==> config.mk <==
export PLATFORM = sky130hd
export DESIGN_NAME = rfid_ascii_hex_frame_decoder_unit_flat
export DESIGN_NICKNAME = d
export VERILOG_FILES = /design/src/hw/rtl/rfhex_pkg.sv /design/src/hw/rtl/rfhex_in_if.sv /design/src/hw/rtl/rfhex_out_if.sv /design/src/hw/rtl/rfid_ascii_hex_frame_decoder_unit.sv /design/src/hw/rtl/rfhex_front.sv /design/src/hw/rtl/rfhex_queue.sv /design/src/hw/rtl/rfhex_back.sv /design/src/flat_wrapper.sv
export SDC_FILE = /design/constraint.sdc
export NUM_CORES = 1
export LEC_CHECK = 0
export BUFFER_PORTS_ARGS = -buffer_cell sky130_fd_sc_hd__buf_2
export CAP_MARGIN = 20
export CORE_AREA = 2 2 129 131
export CTS_CLUSTER_SIZE = 16
export DETAILED_ROUTE_END_ITERATION = 6
export DIE_AREA = 0 0 131 133
export GPL_ROUTABILITY_DRIVEN = 0
export PLACE_DENSITY_LB_ADDON = 0.12
export SYNTH_ARGS = -nofsm -noshare
export SYNTH_HDL_FRONTEND = slang
export SYNTH_SLANG_ARGS = --single-unit
==> constraint.sdc <==
create_clock -name clk -period 10.9 [get_ports clk]
set_input_delay 1.09 -clock clk [delete_from_list [all_inputs] [get_ports clk]]
set_output_delay 1.09 -clock clk [all_outputs]
set_load 0.01 [all_outputs]
==> src/hw/rtl/rfhex_pkg.sv <==
`timescale 1ns / 1ps
// ----------------------------------------------------------------------------
// rfhex_pkg
// Shared types and constants for the RFID ASCII hex frame decoder.
// ----------------------------------------------------------------------------
package rfhex_pkg;

  localparam logic [7:0]  START_BYTE   = 8'h02;
  localparam logic [7:0]  END_BYTE     = 8'h03;
  localparam logic [3:0]  FRAME_LEN    = 4'd14;
  localparam logic [3:0]  LAST_POS     = 4'd13;
  localparam logic [3:0]  TAG_FIRST    = 4'd3;
  localparam logic [3:0]  TAG_LAST     = 4'd10;
  localparam logic [3:0]  DATA_LAST    = 4'd10;
  localparam logic [3:0]  CHK_POS      = 4'd12;
  localparam logic [23:0] TIME_MAX     = 24'hFFFFFF;
  localparam logic [23:0] RETAIN_RESET = 24'd1000;

  // Result cause codes
  localparam logic CAUSE_FRAME   = 1'b0;
  localparam logic CAUSE_TIMEOUT = 1'b1;

  // Input item kind codes
  localparam logic FUNC_BYTE = 1'b0;
  localparam logic FUNC_TICK = 1'b1;

  typedef enum logic [2:0] {
    KIND_TICK,
    KIND_START,
    KIND_END,
    KIND_HEX,
    KIND_OTHER
  } item_kind_t;

  // Classified item passed from front to back
  typedef struct packed {
    item_kind_t  kind;
    logic [3:0]  nibble;
  } work_item_t;

endpackage

==> src/hw/rtl/rfhex_in_if.sv <==
`timescale 1ns / 1ps
// ----------------------------------------------------------------------------
// rfhex_in_if
// Input channel: a serial byte or a millisecond tick per beat.
// ----------------------------------------------------------------------------
interface rfhex_in_if;
  logic       valid;
  logic       ready;
  logic       func;
  logic [7:0] rx_byte;

  modport source (output valid, output func, output rx_byte, input ready);
  modport sink   (input valid, input func, input rx_byte, output ready);
endinterface

==> src/hw/rtl/rfhex_out_if.sv <==
`timescale 1ns / 1ps
// ----------------------------------------------------------------------------
// rfhex_out_if
// Output channel: one tag change per beat.
// ----------------------------------------------------------------------------
interface rfhex_out_if;
  logic        valid;
  logic        ready;
  logic [31:0] tag_value;
  logic        cause;

  modport source (output valid, output tag_value, output cause, input ready);
  modport sink   (input valid, input tag_value, input cause, output ready);
endinterface

==> src/hw/rtl/rfid_ascii_hex_frame_decoder_unit.sv <==
`timescale 1ns / 1ps
// ----------------------------------------------------------------------------
// rfid_ascii_hex_frame_decoder_unit
// Decodes 14-byte ASCII hex frames from an RFID reader into a held tag.
// ----------------------------------------------------------------------------
// One input beat is accepted every clock cycle while the queue has room,
// either a serial byte or a 1 ms tick. Each beat is classified on entry,
// held in a two-entry queue and then executed by the frame and timer logic,
// which registers the result for the output channel. A result is
// produced only when the current tag changes: cause 0 for a valid frame with
// a new tag, cause 1 when retention_ms elapses and a nonzero tag is cleared.
// A result held on a stalled output stops execution, and the queue keeps
// taking beats until its two entries are full. Write retention_ms only while
// no beat is queued or unreported.
// ----------------------------------------------------------------------------
module rfid_ascii_hex_frame_decoder_unit (
  input  logic           clk,
  input  logic           rst,
  input  logic           cfg_wr_en,
  input  logic [23:0]    cfg_wr_data,
  rfhex_in_if.sink       in_ch,
  rfhex_out_if.source    out_ch
);
  import rfhex_pkg::*;

  logic       push;
  work_item_t push_item;
  logic       queue_full;
  logic       pop;
  logic       queue_not_empty;
  work_item_t head;

  // Classify incoming beats
  rfhex_front u_front (
    .in_valid   (in_ch.valid),
    .in_ready   (in_ch.ready),
    .func       (in_ch.func),
    .rx_byte    (in_ch.rx_byte),
    .push       (push),
    .push_item  (push_item),
    .queue_full (queue_full)
  );

  // Decouple front and back
  rfhex_queue u_queue (
    .clk        (clk),
    .rst        (rst),
    .push       (push),
    .push_item  (push_item),
    .full       (queue_full),
    .pop        (pop),
    .not_empty  (queue_not_empty),
    .head       (head)
  );

  // Execute frames and timer
  rfhex_back u_back (
    .clk         (clk),
    .rst         (rst),
    .cfg_wr_en   (cfg_wr_en),
    .cfg_wr_data (cfg_wr_data),
    .item_valid  (queue_not_empty),
    .item        (head),
    .pop         (pop),
    .out_valid   (out_ch.valid),
    .out_ready   (out_ch.ready),
    .out_tag     (out_ch.tag_value),
    .out_cause   (out_ch.cause)
  );

endmodule

==> src/hw/rtl/rfhex_front.sv <==
`timescale 1ns / 1ps
// ----------------------------------------------------------------------------
// rfhex_front
// Accepts input beats and classifies each into tick, start, end, hex digit
// or other character, with the decoded nibble for hex digits.
// ----------------------------------------------------------------------------
module rfhex_front (
  input  logic                  in_valid,
  output logic                  in_ready,
  input  logic                  func,
  input  logic [7:0]            rx_byte,
  output logic                  push,
  output rfhex_pkg::work_item_t push_item,
  input  logic                  queue_full
);
  import rfhex_pkg::*;

  // Accept whenever the queue has room
  assign in_ready = !queue_full;
  assign push     = in_valid && !queue_full;

  // Classify the beat
  always_comb begin
    push_item.nibble = rx_byte[3:0];
    push_item.kind   = KIND_OTHER;
    if (func == FUNC_TICK) begin
      push_item.kind = KIND_TICK;
    end else if (rx_byte == START_BYTE) begin
      push_item.kind = KIND_START;
    end else if (rx_byte == END_BYTE) begin
      push_item.kind = KIND_END;
    end else if (rx_byte inside {[8'h30:8'h39]}) begin
      push_item.kind = KIND_HEX;
    end else if (rx_byte inside {[8'h41:8'h46], [8'h61:8'h66]}) begin
      push_item.kind   = KIND_HEX;
      push_item.nibble = rx_byte[3:0] + 4'd9;
    end
  end

endmodule

==> src/hw/rtl/rfhex_queue.sv <==
`timescale 1ns / 1ps
// ----------------------------------------------------------------------------
// rfhex_queue
// Two-entry queue of classified items between front and back.
// ----------------------------------------------------------------------------
module rfhex_queue (
  input  logic                  clk,
  input  logic                  rst,
  input  logic                  push,
  input  rfhex_pkg::work_item_t push_item,
  output logic                  full,
  input  logic                  pop,
  output logic                  not_empty,
  output rfhex_pkg::work_item_t head
);
  import rfhex_pkg::*;

  work_item_t entries [2];
  logic       wr_ptr;
  logic       rd_ptr;
  logic [1:0] count;

  assign full      = (count == 2'd2);
  assign not_empty = (count != 2'd0);
  assign head      = entries[rd_ptr];

  // Store pushed items
  always_ff @(posedge clk) begin
    if (push) begin
      entries[wr_ptr] <= push_item;
    end
  end

  // Advance pointers and count
  always_ff @(posedge clk) begin
    if (rst) begin
      wr_ptr <= 1'b0;
      rd_ptr <= 1'b0;
      count  <= 2'd0;
    end else begin
      if (push) begin
        wr_ptr <= !wr_ptr;
      end
      if (pop) begin
        rd_ptr <= !rd_ptr;
      end
      case ({push, pop})
        2'b10:   count <= count + 2'd1;
        2'b01:   count <= count - 2'd1;
        default: count <= count;
      endcase
    end
  end

endmodule

==> src/hw/rtl/rfhex_back.sv <==
`timescale 1ns / 1ps
// ----------------------------------------------------------------------------
// rfhex_back
// Executes classified items: assembles the frame, checks start, hex and
// checksum, tracks the current tag and retention time, and registers results.
// ----------------------------------------------------------------------------
module rfhex_back (
  input  logic                  clk,
  input  logic                  rst,
  input  logic                  cfg_wr_en,
  input  logic [23:0]           cfg_wr_data,
  input  logic                  item_valid,
  input  rfhex_pkg::work_item_t item,
  output logic                  pop,
  output logic                  out_valid,
  input  logic                  out_ready,
  output logic [31:0]           out_tag,
  output logic                  out_cause
);
  import rfhex_pkg::*;

  logic [23:0] retention_ms;
  logic [3:0]  byte_index;
  logic [31:0] current_tag;
  logic [23:0] elapsed_ms;
  logic        start_ok;
  logic        hex_ok;
  logic        chk_ok;
  logic [7:0]  pair;
  logic [7:0]  sum;
  logic [31:0] tag_acc;

  logic [3:0]  byte_index_next;
  logic [31:0] current_tag_next;
  logic [23:0] elapsed_ms_next;
  logic        start_ok_next;
  logic        hex_ok_next;
  logic        chk_ok_next;
  logic [7:0]  pair_next;
  logic [7:0]  sum_next;
  logic [31:0] tag_acc_next;
  logic        emit;
  logic [31:0] emit_tag;
  logic        emit_cause;

  logic [3:0]  pos;
  logic [3:0]  pos_inc;
  logic [7:0]  pair_shift;
  logic [23:0] elapsed_inc;

  // Take the next item when the output register is free or draining
  assign pop = item_valid && (!out_valid || out_ready);

  // Retention register
  always_ff @(posedge clk) begin
    if (rst) begin
      retention_ms <= RETAIN_RESET;
    end else if (cfg_wr_en) begin
      retention_ms <= cfg_wr_data;
    end
  end

  // Execute one item
  always_comb begin
    pos         = (item.kind == KIND_START) ? 4'd0 : byte_index;
    pos_inc     = pos + 4'd1;
    pair_shift  = {pair[3:0], item.nibble};
    elapsed_inc = (elapsed_ms == TIME_MAX) ? elapsed_ms : elapsed_ms + 24'd1;

    byte_index_next  = byte_index;
    current_tag_next = current_tag;
    elapsed_ms_next  = elapsed_ms;
    start_ok_next    = start_ok;
    hex_ok_next      = hex_ok;
    chk_ok_next      = chk_ok;
    pair_next        = pair;
    sum_next         = sum;
    tag_acc_next     = tag_acc;
    emit             = 1'b0;
    emit_tag         = current_tag;
    emit_cause       = CAUSE_FRAME;

    if (pop) begin
      if (item.kind == KIND_TICK) begin
        // Count time; clear the tag once retention is exceeded
        elapsed_ms_next = elapsed_inc;
        if (elapsed_inc > retention_ms) begin
          elapsed_ms_next  = 24'd0;
          current_tag_next = 32'd0;
          emit             = (current_tag != 32'd0);
          emit_tag         = 32'd0;
          emit_cause       = CAUSE_TIMEOUT;
        end
      end else if (pos != FRAME_LEN) begin
        // Store the byte into the running frame
        byte_index_next = pos_inc;
        if (pos == 4'd0) begin
          start_ok_next = (item.kind == KIND_START);
          hex_ok_next   = 1'b1;
          sum_next      = 8'd0;
        end else if (pos <= CHK_POS) begin
          hex_ok_next = hex_ok && (item.kind == KIND_HEX);
          pair_next   = pair_shift;
          if (!pos[0] && pos <= DATA_LAST) begin
            sum_next = sum ^ pair_shift;
          end
          if (pos == CHK_POS) begin
            chk_ok_next = (pair_shift == sum);
          end
          if (pos >= TAG_FIRST && pos <= TAG_LAST) begin
            tag_acc_next = {tag_acc[27:0], item.nibble};
          end
        end
        if (item.kind == KIND_END) begin
          if (pos != LAST_POS) begin
            // Drop a frame with a misplaced end byte
            byte_index_next = 4'd0;
          end else if (start_ok && hex_ok && chk_ok) begin
            current_tag_next = tag_acc;
            elapsed_ms_next  = 24'd0;
            emit             = (tag_acc != current_tag);
            emit_tag         = tag_acc;
            emit_cause       = CAUSE_FRAME;
          end
        end
      end
    end
  end

  // Control state
  always_ff @(posedge clk) begin
    if (rst) begin
      byte_index  <= 4'd0;
      current_tag <= 32'd0;
      elapsed_ms  <= 24'd0;
      out_valid   <= 1'b0;
    end else begin
      byte_index  <= byte_index_next;
      current_tag <= current_tag_next;
      elapsed_ms  <= elapsed_ms_next;
      if (emit) begin
        out_valid <= 1'b1;
      end else if (out_ready) begin
        out_valid <= 1'b0;
      end
    end
  end

  // Frame accumulators and result payload
  always_ff @(posedge clk) begin
    start_ok <= start_ok_next;
    hex_ok   <= hex_ok_next;
    chk_ok   <= chk_ok_next;
    pair     <= pair_next;
    sum      <= sum_next;
    tag_acc  <= tag_acc_next;
    if (emit) begin
      out_tag   <= emit_tag;
      out_cause <= emit_cause;
    end
  end

  // Write index never runs past the full frame
  assert property (@(posedge clk) disable iff (rst) byte_index <= FRAME_LEN)
    else $error("byte index beyond frame length");

  // A stalled result is never overwritten
  assert property (@(posedge clk) disable iff (rst) out_valid && !out_ready |-> !pop)
    else $error("item executed while result stalled");

  // Timeout results always report an empty tag
  assert property (@(posedge clk) disable iff (rst)
    out_valid && (out_cause == CAUSE_TIMEOUT) |-> out_tag == 32'd0)
    else $error("timeout result carries a tag");

  // A result always reflects the tag held afterwards
  assert property (@(posedge clk) disable iff (rst) emit |=> out_valid && out_tag == current_tag)
    else $error("result does not match current tag");

endmodule
==> src/flat_wrapper.sv <==
// flat-port wrapper written by rule: the top's interface ports become plain ports
module rfid_ascii_hex_frame_decoder_unit_flat import rfhex_pkg::*;
  (clk, rst, cfg_wr_en, cfg_wr_data, in_ch_valid, in_ch_func, in_ch_rx_byte, in_ch_ready, out_ch_valid, out_ch_tag_value, out_ch_cause, out_ch_ready);
  rfhex_in_if in_ch_i ();
  rfhex_out_if out_ch_i ();
  input  logic clk;
  input  logic rst;
  input  logic cfg_wr_en;
  input  logic [23:0] cfg_wr_data;
  input wire logic [$bits(in_ch_i.valid)-1:0] in_ch_valid;
  input wire logic [$bits(in_ch_i.func)-1:0] in_ch_func;
  input wire logic [$bits(in_ch_i.rx_byte)-1:0] in_ch_rx_byte;
  output wire logic [$bits(in_ch_i.ready)-1:0] in_ch_ready;
  output wire logic [$bits(out_ch_i.valid)-1:0] out_ch_valid;
  output wire logic [$bits(out_ch_i.tag_value)-1:0] out_ch_tag_value;
  output wire logic [$bits(out_ch_i.cause)-1:0] out_ch_cause;
  input wire logic [$bits(out_ch_i.ready)-1:0] out_ch_ready;
  assign in_ch_i.valid = in_ch_valid;
  assign in_ch_i.func = in_ch_func;
  assign in_ch_i.rx_byte = in_ch_rx_byte;
  assign in_ch_ready = in_ch_i.ready;
  assign out_ch_valid = out_ch_i.valid;
  assign out_ch_tag_value = out_ch_i.tag_value;
  assign out_ch_cause = out_ch_i.cause;
  assign out_ch_i.ready = out_ch_ready;
  rfid_ascii_hex_frame_decoder_unit u_core (.clk(clk), .rst(rst), .cfg_wr_en(cfg_wr_en), .cfg_wr_data(cfg_wr_data), .in_ch(in_ch_i), .out_ch(out_ch_i));
endmodule
==> run_results.csv <==
group,metric,value,unit
status,status,"completed",
power,internal-power,1.187,mW
flow_run,cap_violations,0,
detailed_routing,dr.pass1.iters,6,
power,powerDensity,170.7,mW/mm²
yosys,synth_cell_types,54,
critical_path,r2r_start,"u_core.u_back.elapsed_ms[4]",
global_route,met3_usage,0.03882,
floorplan,row_count,47,
critical_path,max_stage_delay,0.71,ns
clocking,clock_latency,0.43,ns
global_route,grt_pass1_vias,6272,
floorplan,dieArea,0.01742,mm²
timing,slew_violations,0,
cells_and_area,post-route-util,0.6043,
timing,rsz0062_at_grt,"no",
global_route,antenna_found_initial,0,
timing,clock_skew,0.008621,ns
detailed_routing,wl_per_cell,17.17,µm
placement,dp_cells,1091,
critical_path,crit_arrival,4.97,ns
clocking,cts_buffers,17,
yosys,syn_area_per_cell,10.45,µm²
yosys,synthesis.yosys.warnings,0,
clocking,post_cts.repair.setup_buffers,0,
cells_and_area,area_delta_synth_final,12.80,%
placement,port_buffers,72,
clocking,cts_root_buffer,"clkbuf_16",
global_route,grt.overflow.total,0,
floorplan,initial_core_util,0.5357,
yosys,synth-seq-cells,184,
power,combPwrFrac,0.166,
timing,finalWorstPathRequiredPeriod,4.613,ns
placement,hpwl,13140,µm
critical_path,r2r-end,"u_core.u_back.current_tag[5]",
floorplan,ios,73,
detailed_routing,avgViaCountPerCell,5.776,
critical_path,reg2reg_setup_slack,6.29,ns
critical_path,worstPathCellList,"and4_1 > nand3_1 > nor3_1 > nand3_1 > xnor2_1 > ha_1 > nand4_1 > nor4_1 > nand3_1 > o21ai_4 > buf_4 > nand3_1 > a21oi_1",
power,p_leak,3.959,nW
min_path,hold_path_class,"flop to flop",
clocking,cts_tree,"built",
yosys,synth_edf_count,94,
timing,worst_pin_slew,0.9080,ns
critical_path,crit_path_end,"u_core.u_back.current_tag[5]",
global_route,grt.busiest_layer,"met2",
detailed_routing,drt_iter0_drc,415,
global_route,grt.met1_usage,0.3145,
timing,hold_violations,0,
detailed_routing,drt_wl_total,19290,µm
yosys,ys.flop_type,"edfxtp_1",
clocking,cts_htree_levels,4,
clocking,post_cts_resized,0,
critical_path,end_kind,"flop",
cells_and_area,nets,962,
timing,hold_slack,0.4864,ns
cells_and_area,layout-drive-gt1-share,0.1462,
global_route,grtUsageMet2,0.3722,
clocking,cts.sinks,184,
yosys,synth.net_count,901,
detailed_routing,vias,6486,
yosys,async_flop_share,0,
placement,dpl_cell_area,0.009244,mm²
power,p_seq_frac,0.500,
global_route,grt_usage,0.2292,
critical_path,required,11.25,ns
detailed_routing,drc_errors,0,
clocking,cts_buffer_depth,2,
timing,fmax,0.2168,GHz
floorplan,core_region_area,0.01617,mm²
critical_path,cpMostUsedCell,"nand3_1",
power,p_sw,0.4806,mW
critical_path,path_class,"flop to flop",
critical_path,startpoint_type,"flop",
critical_path,cp-startpoint,"u_core.u_back.elapsed_ms[4]",
timing,fin_ws,6.287,ns
power,power.share.clock,0.334,
detailed_routing,ant_nets,0,
timing,setup_violations,0,
critical_path,cp_slowest_cell,"nor4_1",
critical_path,reg2reg_depth,13,
floorplan,chipWidth,131,µm
clocking,holdBufCountCts,0,
power,swShare,0.2882,
critical_path,cp_max_fo,67,
clocking,clk_pin_slew_worst_paths,0.07,ns
yosys,netlist_instances,829,
floorplan,fp.dieH,133,µm
placement,pre_cts_slack,6.416,ns
cells_and_area,final_cells,1123,
global_route,grt_max_degree,68,
global_route,grt_pass1_wl,31250,µm
cells_and_area,diodes,0,
yosys,synth_area,0.008663,mm²
timing,slew_headroom,0.3947,
yosys,ys_seq_area_frac,0.5338,
power,power.total,1.668,mW
timing,fin_setup_tns,0,ns
cells_and_area,fin_area,0.009772,mm²
timing,min_period_over_period,0.4232,
power,irDropWorstVdd,0.0001328,V
==> final cells by class <==
cell class	instances	area (µm²)
fill	1369	6400
sequential	184	4624
multi-input combinational	564	3735
timing repair buffer	82	455.4
clock buffer	17	425.4
tap	220	275.3
inverter	41	153.9
clock inverter	15	102.6
==> worst min path at each step <==
stage                                 from                          end  slack [ns]  cells past startpoint
3_3_place_gp   u_core.u_back.elapsed_ms[9]  u_core.u_back.elapsed_ms[9]        0.46                      2
2_1_floorplan  u_core.u_back.elapsed_ms[9]  u_core.u_back.elapsed_ms[9]        0.44                      2
4_1_cts        u_core.u_back.elapsed_ms[9]  u_core.u_back.elapsed_ms[9]        0.49                      2
3_5_place_dp   u_core.u_back.elapsed_ms[9]  u_core.u_back.elapsed_ms[9]        0.48                      2
5_1_grt          u_core.u_back.tag_acc[17]    u_core.u_back.tag_acc[21]        0.51                      0
6_report       u_core.u_back.elapsed_ms[9]  u_core.u_back.elapsed_ms[9]        0.49                      2
==> routing by layer <==
layer | wire length (µm) | vias up | part of all wire
met2 | 9371 | 208 | 0.49
met5 | 0 | - | 0
li1 | - | 3154 | -
met1 | 8614 | 3101 | 0.45
met4 | 248 | 0 | 0.013
met3 | 1051 | 23 | 0.054
==> power groups by stage <==
stage | combinational [mW] | sequential (mW) | clock (mW)
floorplan | 0.213 | 0.833 | 0
global placement | 0.263 | 0.846 | 0
detailed placement | 0.275 | 0.849 | 0
CTS | 0.277 | 0.833 | 0.566
global route | 0.307 | 0.840 | 0.594
finish | 0.276 | 0.834 | 0.558
==> logic make-up after synthesis <==
logic type | count (synthesis) | share of synthesized area
mux | 30 | 0.03538
fa+ha+maj | 34 | 0.04910
flops | 184 | 0.5338
simple gates | 274 | 0.1557
compound gates | 160 | 0.1203
xor+xnor | 66 | 0.06672
buf+inv | 81 | 0.03899
==> cell usage after synthesis (2+ instances only) <==
cell type  instances  share of area
or2_2              5         0.0036
edfxtp_1          94           0.33
nand2_1           74          0.032
a32o_1            11          0.013
clkbuf_1          26          0.011
buf_1              4         0.0017
o21a_1             4         0.0035
nor2b_1            3         0.0022
nor3_1            13         0.0075
a221oi_1           2         0.0020
o21ai_1            2         0.0012
nand2b_1           4         0.0029
a21boi_0           2         0.0017
mux2_2             5         0.0065
and3_1             6         0.0043
ha_1              34          0.049
xor2_1            44          0.044
xnor2_1           22          0.022
and4_1             4         0.0040
o21ai_0           19          0.011
a211oi_1           2         0.0017
nor4_1            18          0.013
inv_1             41          0.018
dfxtp_1           90           0.21
a31oi_1           13         0.0094
a41oi_1            2         0.0020
and3b_1            2         0.0020
nand3_1           54          0.031
a22oi_1           32          0.028
buf_2              6         0.0035
nand4_1           19          0.014
nor4b_1            3         0.0030
a21oi_1           52          0.030
nor2_1            55          0.024
mux2i_1           25          0.029
and2_1             7         0.0051
o211ai_1          11         0.0095
buf_6              3         0.0039
==> critical path: cells and delay by family (launching register included) <==
| family | cells | cell delay (ns) |
|---|---|---|
| compound gates | 2 | 0.31 |
| simple gates | 8 | 2.62 |
| buf+inv | 1 | 0.63 |
| xor+xnor | 1 | 0.18 |
| flops | 1 | 0.45 |
| fa+ha+maj | 1 | 0.32 |
==> cell usage in the layout (no fill, tap or decap), types with 13 or more instances in the layout <==
cell / n
edfxtp_1: 94
dfxtp_1: 90
nand2_1: 74
buf_2: 72
nor2_1: 54
nand3_1: 54
a21oi_1: 52
xor2_1: 44
inv_1: 41
ha_1: 34
a22oi_1: 32
mux2i_1: 25
xnor2_1: 22
nand4_1: 19
o21ai_0: 19
nor4_1: 18
clkbuf_16: 17
a31oi_1: 13
==> registers in the layout, summed over array words and instances, names as in the netlist, named ones only <==
register                    count
u_core.u_back.chk_ok            1
u_core.u_back.sum               8
u_core.u_back.pair              4
u_core.u_back.retention_ms     24
u_core.u_back.out_tag          32
u_core.u_back.tag_acc          32
u_core.u_queue.count            2
u_core.u_queue.entries         14
u_core.u_back.elapsed_ms       24
u_core.u_back.out_valid         1
u_core.u_back.out_cause         1
u_core.u_back.byte_index        4
u_core.u_back.start_ok          1
u_core.u_queue.wr_ptr           1
u_core.u_queue.rd_ptr           1
u_core.u_back.current_tag      32
u_core.u_back.hex_ok            1
No activity file was read; power rests on OpenSTA's default activity.
